`src/design/swdh_pkg.sv`:
```
package swdh_pkg;

    localparam int unsigned PHASE_W = 4;
    localparam int unsigned CNT_W   = 9;
    localparam int unsigned DATA_W  = 32;

    // func codes
    localparam logic [1:0] FUNC_TICK       = 2'd0;
    localparam logic [1:0] FUNC_READ       = 2'd1;
    localparam logic [1:0] FUNC_WRITE      = 2'd2;
    localparam logic [1:0] FUNC_LINE_RESET = 2'd3;

    // sequencer phases
    localparam logic [PHASE_W-1:0] PH_IDLE       = 4'd0;
    localparam logic [PHASE_W-1:0] PH_RST_ONES_A = 4'd1;
    localparam logic [PHASE_W-1:0] PH_RST_KEY    = 4'd2;
    localparam logic [PHASE_W-1:0] PH_RST_ONES_B = 4'd3;
    localparam logic [PHASE_W-1:0] PH_RST_ZERO   = 4'd4;
    localparam logic [PHASE_W-1:0] PH_REQ        = 4'd5;
    localparam logic [PHASE_W-1:0] PH_TURN       = 4'd6;
    localparam logic [PHASE_W-1:0] PH_ACK        = 4'd7;
    localparam logic [PHASE_W-1:0] PH_TRAIL      = 4'd8;
    localparam logic [PHASE_W-1:0] PH_RDATA      = 4'd9;
    localparam logic [PHASE_W-1:0] PH_RPAR       = 4'd10;
    localparam logic [PHASE_W-1:0] PH_RTURN      = 4'd11;
    localparam logic [PHASE_W-1:0] PH_WTURN      = 4'd12;
    localparam logic [PHASE_W-1:0] PH_WDATA      = 4'd13;

    localparam logic [15:0] RESET_KEY = 16'hE79E;
    localparam logic [2:0]  ACK_OK    = 3'd1;

    typedef struct packed {
        logic              line_out;
        logic              line_drive;
        logic              clock_pulse;
        logic              busy;
        logic              done;
        logic [2:0]        ack;
        logic              parity_error;
        logic [DATA_W-1:0] read_data;
    } swdh_result_t;

    function automatic logic [CNT_W-1:0] phase_len(input logic [PHASE_W-1:0] ph);
        logic [CNT_W-1:0] len;
        unique case (ph)
            PH_RST_ONES_A: len = 9'd152;
            PH_RST_KEY:    len = 9'd16;
            PH_RST_ONES_B: len = 9'd150;
            PH_RST_ZERO:   len = 9'd2;
            PH_REQ:        len = 9'd8;
            PH_TURN:       len = 9'd1;
            PH_ACK:        len = 9'd3;
            PH_TRAIL:      len = 9'd1;
            PH_RDATA:      len = 9'd32;
            PH_RPAR:       len = 9'd1;
            PH_RTURN:      len = 9'd1;
            PH_WTURN:      len = 9'd1;
            PH_WDATA:      len = 9'd33;
            default:       len = 9'd0;
        endcase
        return len;
    endfunction

    // start, APnDP, RnW, A2, A3, parity, stop, park (lsb first)
    function automatic logic [7:0] build_request(input logic       port,
                                                 input logic [1:0] addr,
                                                 input logic       wr);
        logic rnw;
        logic par;
        rnw = ~wr;
        par = port ^ rnw ^ addr[0] ^ addr[1];
        return {1'b1, 1'b0, par, addr[1], addr[0], rnw, port, 1'b1};
    endfunction

endpackage

```
`src/design/swdh_bit_engine.sv`:
```
module swdh_bit_engine
    import swdh_pkg::*;
(
    input  logic              clk,
    input  logic              rst_n,
    input  logic              step,
    input  logic              push_pull,
    input  logic [1:0]        func,
    input  logic              port_select,
    input  logic [1:0]        reg_addr,
    input  logic [DATA_W-1:0] write_data,
    input  logic              line_in,
    output swdh_result_t      res
);

    logic [PHASE_W-1:0] phase_reg, phase_next;
    logic [CNT_W-1:0]   cnt_reg, cnt_next;
    logic               is_write_reg, is_write_next;
    logic [DATA_W:0]    shift_reg, shift_next;
    logic [2:0]         ack_reg, ack_next;
    logic               parity_reg, parity_next;
    logic [7:0]         req_reg, req_next;

    logic [CNT_W-1:0]   cnt_inc;
    logic               rel;
    logic               load_req;
    logic               ld_port;
    logic [1:0]         ld_addr;
    logic               ld_wr;
    logic [DATA_W-1:0]  ld_data;
    logic [DATA_W-1:0]  rd_word;

    always_comb
    begin
        phase_next    = phase_reg;
        cnt_next      = cnt_reg;
        is_write_next = is_write_reg;
        shift_next    = shift_reg;
        ack_next      = ack_reg;
        parity_next   = parity_reg;
        req_next      = req_reg;

        res           = '0;
        res.line_drive = 1'b1;
        rel           = 1'b0;
        load_req      = 1'b0;
        ld_port       = port_select;
        ld_addr       = reg_addr;
        ld_wr         = (func == FUNC_WRITE);
        ld_data       = write_data;
        rd_word       = shift_reg[DATA_W-1:0];
        cnt_inc       = cnt_reg + 9'd1;

        if (phase_reg == PH_IDLE)
        begin
            unique case (func)
                FUNC_READ, FUNC_WRITE: load_req = 1'b1;
                FUNC_LINE_RESET:
                begin
                    phase_next = PH_RST_ONES_A;
                    cnt_next   = '0;
                end
                default: ;
            endcase
        end
        else
        begin
            res.clock_pulse = 1'b1;
            unique case (phase_reg)
                PH_RST_ONES_A, PH_RST_ONES_B: res.line_out = 1'b1;
                PH_RST_KEY:  res.line_out = RESET_KEY[cnt_reg[3:0]];
                PH_RST_ZERO: res.line_out = 1'b0;
                PH_REQ:      res.line_out = req_reg[cnt_reg[2:0]];
                PH_ACK:
                begin
                    rel      = 1'b1;
                    ack_next = ack_reg | (3'(line_in) << cnt_reg[1:0]);
                end
                PH_RDATA:
                begin
                    rel                  = 1'b1;
                    rd_word[cnt_reg[4:0]] = rd_word[cnt_reg[4:0]] | line_in;
                    shift_next           = {shift_reg[DATA_W], rd_word};
                    parity_next          = parity_reg ^ line_in;
                end
                PH_RPAR:
                begin
                    rel         = 1'b1;
                    parity_next = parity_reg ^ line_in;
                end
                PH_WDATA:    res.line_out = shift_reg[cnt_reg[5:0]];
                default:     rel = 1'b1;
            endcase
            if (rel)
            begin
                res.line_out   = 1'b1;
                res.line_drive = ~push_pull;
            end

            cnt_next = cnt_inc;
            if (cnt_inc >= phase_len(phase_reg))
            begin
                cnt_next = '0;
                priority case (phase_reg)
                    PH_RST_ONES_A: phase_next = PH_RST_KEY;
                    PH_RST_KEY:    phase_next = PH_RST_ONES_B;
                    PH_RST_ONES_B: phase_next = PH_RST_ZERO;
                    PH_RST_ZERO:
                    begin
                        // follow the reset with a read of the DP ID register
                        load_req = 1'b1;
                        ld_port  = 1'b0;
                        ld_addr  = 2'd0;
                        ld_wr    = 1'b0;
                        ld_data  = '0;
                    end
                    PH_REQ:  phase_next = PH_TURN;
                    PH_TURN: phase_next = PH_ACK;
                    PH_ACK:
                    begin
                        if (ack_next == ACK_OK)
                            phase_next = is_write_reg ? PH_WTURN : PH_RDATA;
                        else
                            phase_next = PH_TRAIL;
                    end
                    PH_RDATA: phase_next = PH_RPAR;
                    PH_RPAR:  phase_next = PH_RTURN;
                    PH_WTURN: phase_next = PH_WDATA;
                    PH_RTURN:
                    begin
                        res.done         = 1'b1;
                        res.ack          = ack_next;
                        res.parity_error = parity_next;
                        res.read_data    = shift_next[DATA_W-1:0];
                        phase_next       = PH_IDLE;
                    end
                    default:
                    begin
                        res.done   = 1'b1;
                        res.ack    = ack_next;
                        phase_next = PH_IDLE;
                    end
                endcase
            end
        end

        if (load_req)
        begin
            req_next      = build_request(ld_port, ld_addr, ld_wr);
            is_write_next = ld_wr;
            shift_next    = ld_wr ? {^ld_data, ld_data} : '0;
            ack_next      = '0;
            parity_next   = 1'b0;
            cnt_next      = '0;
            phase_next    = PH_REQ;
        end

        res.busy = (phase_next != PH_IDLE);
    end

    always_ff @(posedge clk or negedge rst_n)
    begin
        if (!rst_n)
        begin
            phase_reg    <= PH_IDLE;
            cnt_reg      <= '0;
            is_write_reg <= 1'b0;
            shift_reg    <= '0;
            ack_reg      <= '0;
            parity_reg   <= 1'b0;
            req_reg      <= '0;
        end
        else if (step)
        begin
            phase_reg    <= phase_next;
            cnt_reg      <= cnt_next;
            is_write_reg <= is_write_next;
            shift_reg    <= shift_next;
            ack_reg      <= ack_next;
            parity_reg   <= parity_next;
            req_reg      <= req_next;
        end
    end

    a_done_to_idle: assert property (@(posedge clk) disable iff (!rst_n)
        step && res.done |=> phase_reg == PH_IDLE)
        else $error("completed transaction did not return to idle");

    a_ack_count: assert property (@(posedge clk) disable iff (!rst_n)
        phase_reg == PH_ACK |-> cnt_reg < 9'd3)
        else $error("ack bit count out of range");

    a_idle_no_clock: assert property (@(posedge clk) disable iff (!rst_n)
        phase_reg == PH_IDLE |-> !res.clock_pulse && !res.done)
        else $error("clock or done issued while idle");

    a_count_bound: assert property (@(posedge clk) disable iff (!rst_n)
        phase_reg != PH_IDLE |-> cnt_reg < phase_len(phase_reg))
        else $error("bit count past phase length");

endmodule

```
`src/design/swd_host_transaction_engine_core.sv`:
```
// Channel   Signals                                            Handshake
// input     func port_select reg_addr write_data line_in       in_valid / in_stall
// result    line_out line_drive clock_pulse busy_res done_res  out_valid / out_stall
//           ack parity_error read_data
// config    cfg_data (push_pull_mode)                          cfg_valid / cfg_ready
//
// One item per clock unless stalled: the bit sequencer advances one bit period
// per item and its result lands in the output register on the same edge.
// Throughput is set by the single output register; an item is taken whenever
// that register is empty or being drained.
// Reset clears the sequencer to idle and push_pull_mode to 0.
// A stall on the result side holds the output register and stalls the input.
module swd_host_transaction_engine_core
    import swdh_pkg::*;
(
    input  logic              clk,
    input  logic              rst_n,

    input  logic              in_valid,
    output logic              in_stall,
    input  logic [1:0]        func,
    input  logic              port_select,
    input  logic [1:0]        reg_addr,
    input  logic [DATA_W-1:0] write_data,
    input  logic              line_in,

    output logic              out_valid,
    input  logic              out_stall,
    output logic              line_out,
    output logic              line_drive,
    output logic              clock_pulse,
    output logic              busy_res,
    output logic              done_res,
    output logic [2:0]        ack,
    output logic              parity_error,
    output logic [DATA_W-1:0] read_data,

    input  logic              cfg_valid,
    output logic              cfg_ready,
    input  logic              cfg_data
);

    logic         push_pull_reg;
    logic         out_valid_reg;
    swdh_result_t res_reg;
    swdh_result_t res;
    logic         step;

    assign in_stall  = out_valid_reg & out_stall;
    assign step      = in_valid & ~in_stall;
    assign cfg_ready = 1'b1;

    swdh_bit_engine u_engine (
        .clk         (clk),
        .rst_n       (rst_n),
        .step        (step),
        .push_pull   (push_pull_reg),
        .func        (func),
        .port_select (port_select),
        .reg_addr    (reg_addr),
        .write_data  (write_data),
        .line_in     (line_in),
        .res         (res)
    );

    always_ff @(posedge clk or negedge rst_n)
    begin
        if (!rst_n)
        begin
            push_pull_reg <= 1'b0;
            out_valid_reg <= 1'b0;
        end
        else
        begin
            if (cfg_valid && cfg_ready)
                push_pull_reg <= cfg_data;
            if (step)
                out_valid_reg <= 1'b1;
            else if (!out_stall)
                out_valid_reg <= 1'b0;
        end
    end

    always_ff @(posedge clk)
    begin
        if (step)
            res_reg <= res;
    end

    assign out_valid    = out_valid_reg;
    assign line_out     = res_reg.line_out;
    assign line_drive   = res_reg.line_drive;
    assign clock_pulse  = res_reg.clock_pulse;
    assign busy_res     = res_reg.busy;
    assign done_res     = res_reg.done;
    assign ack          = res_reg.ack;
    assign parity_error = res_reg.parity_error;
    assign read_data    = res_reg.read_data;

    a_accept_fills: assert property (@(posedge clk) disable iff (!rst_n)
        in_valid && !in_stall |=> out_valid)
        else $error("accepted item produced no result");

    a_no_overwrite: assert property (@(posedge clk) disable iff (!rst_n)
        out_valid && out_stall |-> in_stall)
        else $error("input taken while result waits");

    a_cfg_update: assert property (@(posedge clk) disable iff (!rst_n)
        cfg_valid && cfg_ready |=> push_pull_reg == $past(cfg_data))
        else $error("config write lost");

endmodule

```
`config.mk`:
```
export PLATFORM = sky130hd
export DESIGN_NAME = swd_host_transaction_engine_core
export DESIGN_NICKNAME = d
export VERILOG_FILES = /design/src/design/swdh_pkg.sv /design/src/design/swdh_bit_engine.sv /design/src/design/swd_host_transaction_engine_core.sv
export SDC_FILE = /design/constraint.sdc
export NUM_CORES = 1
export LEC_CHECK = 0
export ABC_AREA = 1
export BUFFER_PORTS_ARGS = -buffer_cell sky130_fd_sc_hd__buf_2
export CORE_MARGIN = 2
export CORE_UTILIZATION = 45
export CTS_CLUSTER_SIZE = 30
export DETAILED_ROUTE_END_ITERATION = 8
export PLACE_DENSITY = 0.75
export SYNTH_ARGS = -nofsm -noshare
export SYNTH_HDL_FRONTEND = slang
export SYNTH_SLANG_ARGS = --single-unit
export TNS_END_PERCENT = 20
```
`constraint.sdc`:
```
create_clock -name clk -period 3.29 [get_ports clk]
set_input_delay 0.329 -clock clk [delete_from_list [all_inputs] [get_ports clk]]
set_output_delay 0.329 -clock clk [all_outputs]
set_load 0.005 [all_outputs]
```
# --- After elaboration in Yosys (flattened, before gate mapping) ---
# Memories as Yosys holds them, arrays and structs flattened.
# Cells that the tools add are included.
totals:
  n_memories: 2
  word_cells: 134
  input_bits: 44
  romBits: 128
  reg_bits: 101
  output_inout_bits: 44
classes:
  magnitude_cmp: 6
  reduce_logical: 16
  eq_ne: 19
  n_shift: 1
  bitwise: 14
  n_addsub: 1
  mux: 57
mem_list:
  columns: ["name", "words", "word_bits", "rd", "rd_ports_with_merged_regs", "wr", "line", "text"]
  rows:
  - ["(name not given)", 16, 7, 1, 0, 0, "swdh_pkg.sv:45", "unique case (ph)"]
  - ["(name not given)", 16, 1, 1, 0, 0, "swdh_bit_engine.sv:71", "PH_RST_KEY: res.line_out = RESET_KEY[cnt_reg[3:0]];"]
op_table:
  columns: ["cell", "n"]
  rows:
  - ["two-way mux 32 bit", 4]
  - ["two-way mux 33 bit", 3]
  - ["two-way mux 9 bit", 5]
  - ["one-hot mux 4 bit (10 select lines)", 1]
  - ["bitwise mux 32 bit", 1]
  - ["XOR reduction 32 bit", 1]
  - ["two-way mux 4 bit", 6]
  - ["two-way mux 1 bit", 23]
  - ["equality test 4 bit (second input constant)", 5]
  - ["equality test 4 x 3 -> 1 bit (second input constant)", 4]
  - ["two-way mux 3 bit", 5]
  - ["OR reduction 12 bit", 1]
  - ["OR reduction 10 bit", 1]
  - ["OR reduction 2 bit", 5]
  - ["adder 9 x 1 -> 9 bit (second input constant)", 1]
  - [">= comparator 9 bit", 1]
  - ["equality test 4 x 2 -> 1 bit (second input constant)", 2]
  - ["two-way mux 2 bit", 4]
  - ["< comparator 6 x 7 -> 1 bit (second input constant)", 1]
  - ["binary-select mux 1 bit (select 6 bit)", 1]
  - ["< comparator 5 x 6 -> 1 bit (second input constant)", 1]
  - ["inverter 1 bit", 6]
  - ["AND reduction 2 bit", 3]
  - ["OR reduction 6 bit", 1]
  - ["22 further kinds", 28]

# --- Longest topological paths before layout ---
logic_depth:
  ltp_word: 11
  mapped_depth: 23

# --- Modules after synthesis ---
# Synthesis repeated with hierarchy kept, for this count alone.
hier_totals:
  hier_cells: 940
  area_unflattened_um2: 6620.1
by_module_without_submodules:
  columns: ["module", "cells_per_inst", "instances", "area_per_inst_um2", "seq_area_each_um2"]
  rows:
  - ["swdh_bit_engine", 886, 1, 5292.6, 1426.4]
  - ["swd_host_transaction_engine_core", 54, 1, 1327.5, 1281.2]

# --- Least setup slack after synthesis ---
# Ideal clock, no wire load.
synth_timing:
  path_kind: "reg2reg"
  from: "register out_valid_reg, in the netlist out_valid"
  to: "register u_engine.shift_reg[0]"
  slack_ns: -0.272
  t_required_ns: 3.224
  arrival_ns: 3.497
  setup_time_ns: 0.066
  n_path_buf: 2
  stages_incl_launch_ff: 10
  path_cell_list: "dfrtp_1 > nand2_1 > inv_1 > nor2_1 > o21ai_2 > inv_2 > buf_2 > buf_2 > nand2_1 > nand2_1"
synth_via:
  elab_chain_len: 4
synth_lines:
  columns: ["element", "line", "text"]
  rows:
  - ["start: declaration", "swd_host_transaction_engine_core.sv:44", "logic out_valid_reg;"]
  - ["start signal: assignment", "swd_host_transaction_engine_core.sv:71", "out_valid_reg <= 1'b0;"]
  - ["start signal: assignment", "swd_host_transaction_engine_core.sv:78", "out_valid_reg <= 1'b1;"]
  - ["start signal: assignment", "swd_host_transaction_engine_core.sv:80", "out_valid_reg <= 1'b0;"]
  - ["AND 1 bit", "swd_host_transaction_engine_core.sv:49", "assign in_stall = out_valid_reg & out_stall;"]
  - ["named net in_stall", "swd_host_transaction_engine_core.sv:20", "output logic in_stall,"]
  - ["inverter 1 bit", "swd_host_transaction_engine_core.sv:50", "assign step = in_valid & ~in_stall;"]
  - ["AND 1 bit", "swd_host_transaction_engine_core.sv:50", null]
  - ["named net step", "swd_host_transaction_engine_core.sv:47", "logic step;"]
  - ["AND reduction 2 bit (no source line)", null, null]
  - ["end signal: assignment", "swdh_bit_engine.sv:178", "shift_reg <= shift_next;"]
  - ["end: declaration", "swdh_bit_engine.sv:19", "logic [DATA_W:0] shift_reg, shift_next;"]
# The timed path passes the listed nets, and every way through them passes these cells.
# A chain may end at the register's enable or synchronous reset.

==> impl_metrics.toml <==
[outcome]
outcome = "complete, no violations"

[setup_path]
path_delay_family = "simple AND/OR/NAND/NOR gates"
path_cells = "inv_1 -> buf_4 -> nor2_1 -> xor2_1 -> ha_1 -> nand2_1 -> nor2_1 -> a21oi_1 -> nand2_1 -> nand2_1 -> nand2_1 -> nand2_2 -> nand2_4 -> nand2_8 -> nand2_4 -> inv_8 -> nand3_1 -> nor2_1 -> nand3b_1"
crit_top_cell = "nand2_1"
worstPathArrival_ns = 3.12
cpMaxStageDelayCell = "dfrtp_2"
worst-path-max-fanout = 25
slowest_delay_ns = 0.44
worst-path-buf-inv = 3
worst_setup_path_end_kind = "flip-flop"
cp.required_ns = 3.40
crit_path_start_kind = "flip-flop"
path_class = "flip-flop to flip-flop"

[route]
top_layer_used = "met4"
wl_mm = 18.0
wl_met3_mm = 1.19
dr.pass1.iters = 5
drcViolationCount = 0
avgRoutedWirePerCell_um = 14.7
first_iter_violations = 776
dr_wl_met2_mm = 8.44
vias_per_cell = 5.07
postRouteAntennaNets = 0
dr_total_vias = 6219
drt-met1-wl_mm = 8.01

[pwr]
p_leak_nw = 3.71
vdd_drop_max_mv = 0.428
powerDensity_mw_per_mm2 = 797
p_total_mw = 6.08

[synthesis]
avgSynthCellArea_um2 = 6.96
synth_common_cells = "317 x nand2_1, 189 x nor2_1, 99 x inv_1"
syn_nets = 1014
ys_ff_latch = 100
synth_edf_count = 41
syn_inst = 952
synth_top_area_frac = 0.223
synth_ff_type = "dfrtp_1"
synth_top_area_cell = "dfrtp_1"
yosysMostFrequentCell = "nand2_1"
synthTopCellsByArea = "dfrtp_1 22%, edfxtp_1 19%, nand2_1 18%"
yosysUniqueCellTypes = 40
synth_warnings = 0
syn_area_mm2 = 0.00663
yosysSeqAreaShare = 0.409
synthArstFlopShare = 0.590

[floorplan]
die_x_um = 125
die_h_um = 125
dieArea_mm2 = 0.0157
fp-row-count = 44
start_util = 0.458
ios = 88
coreArea_mm2 = 0.0145

[grt]
grt_pass1_vias = 5867
grt_max_degree = 47
track_usage = 0.236
antenna_found_initial = 0
gr-total-overflow = 0
grt_pass1_wl_mm = 29.5

[clocking]
cts_setup_buffers = 0
cts.htree.levels = 3
cts_tree = "yes"
numCtsBuffers = 9
clk_path_buf_depth = 2
path_clk_slew_ns = 0.07
clk_latency_ns = 0.36
root_buffer = "clkbuf_16"
cts_resized = 0
cts_hold_buf = 0
cts.sinks = 100

[timing]
worst_pin_slew_ns = 0.950
slew_violations = 0
relSlewSlack = 0.367
finalHoldViolations = 0
finClkSkew_ns = 0.00908
setup_violations = 0
rsz0062_at_grt = "no"
min_period_ns = 3.02
fin_crit_sh = 0.917
max_freq_ghz = 0.331
setup_tns_ns = 0

[layout]
area_growth_syn_to_layout_pct = 15.0
drive_gt1_frac = 0.135
largest_register_ff_count = 33
nets = 1100
n_antenna_cell = 0

[placed_design]
place_hpwl_mm = 13.1
gp_congestion = 0.929
portBuffers = 86

[flow_run]
drv_cap = 0

[min_path]
hp-class = "input port to asynchronous set/reset pin"
-- final timing paths --
check,slack [ns],endpoint,start,cells past startpoint
max,0.27,busy_res,u_engine.cnt_reg[2],19
min,0.12,u_engine.req_reg[1],rst_n,1
max reg2reg,0.27,busy_res,u_engine.cnt_reg[2],19
max in group asynchronous,2.45,u_engine.shift_reg[21],rst_n,2
min in group clk,0.19,out_valid,out_stall,3
min reg2reg,0.49,u_engine.req_reg[5],u_engine.req_reg[5],2
-- area by class of cell --
cell class / instances / area [um2]
clock inverters: 2 / 13.8
fillers: 1398 / 6860
well taps: 184 / 230
flip-flops and latches: 100 / 2710
inverters: 102 / 390
repair buffers: 106 / 618
multi-input cells: 719 / 3360
clock buffers: 14 / 297
-- placed cells by master, fill, tap and decap left out, types with 2 or more instances in the layout --
master | netlist | final
dfrtp_1 | 59 | 58
buf_4 | 3 | 17
buf_12 | 0 | 3
o22ai_1 | 7 | 7
inv_2 | 2 | 2
ha_1 | 18 | 18
nand2_1 | 317 | 317
o2bb2ai_1 | 2 | 2
nor2_2 | 2 | 3
clkbuf_1 | 8 | 2
edfxtp_1 | 41 | 41
nor2_4 | 2 | 3
nand2_4 | 4 | 4
o21ai_1 | 6 | 6
nor3_1 | 40 | 40
xnor2_1 | 19 | 19
inv_1 | 99 | 99
a21oi_1 | 11 | 11
nor2_1 | 189 | 187
nand4_1 | 6 | 6
a31oi_1 | 2 | 2
nand2_2 | 3 | 3
clkbuf_16 | 0 | 11
nand3b_1 | 3 | 3
o21ai_0 | 33 | 33
buf_2 | 16 | 86
xor2_1 | 16 | 16
nand3_1 | 27 | 27
-- cells by family after synthesis --
kind of cell	count (synthesis)	synth area share
buffers and inverters	133	0.0853
AOI/OAI and AO/OA	68	0.0574
adders and majority gates	18	0.0340
xor gates and xnor gates	35	0.0463
other	1	0.000566
DFF	100	0.409
muxes	1	0.00170
and+or+nand+nor	596	0.366
-- metal layers --
metal	GRT usage	vias up
met5	0	-
met4	0.0843	0
met3	0.0347	28
met2	0.390	200
met1	0.319	2845
li1	-	3146
-- stage by stage --
step | cells | hold WS [ns] | cell area, um2 | worst slack (ns) | utilization
after floorplan | 952 | 0.0334 | 6630 | 0.580 | -
after global placement | 1211 | 0.471 | 7310 | 0.233 | 0.505
after detailed placement | 1211 | 0.481 | 7310 | 0.226 | 0.505
after CTS | 1227 | 0.139 | 7620 | 0.178 | 0.526
after global routing | 1227 | 0.181 | 7620 | 0.00824 | 0.526
final | 1227 | 0.116 | 7620 | 0.273 | 0.526
-- where the power goes --
group / switching, mW / total, mW / internal, mW
clock network: 0.481 / 1.11 / 0.628
logic: 1.97 / 3.01 / 1.03
registers: 0.293 / 1.96 / 1.67
-- worst register-to-register path, cell delays in order (launching register included) --
cell and delay, ns:
dfrtp_2 0.44, inv_1 0.11, buf_4 0.18, nor2_1 0.20, xor2_1 0.29, ha_1 0.28, nand2_1 0.08, nor2_1 0.04
a21oi_1 0.12, nand2_1 0.07, nand2_1 0.06, nand2_1 0.06, nand2_2 0.07, nand2_4 0.09, nand2_8 0.10, nand2_4 0.09
inv_8 0.16, nand3_1 0.13, nor2_1 0.12, nand3b_1 0.07
Power figures use the tool's default switching activity.
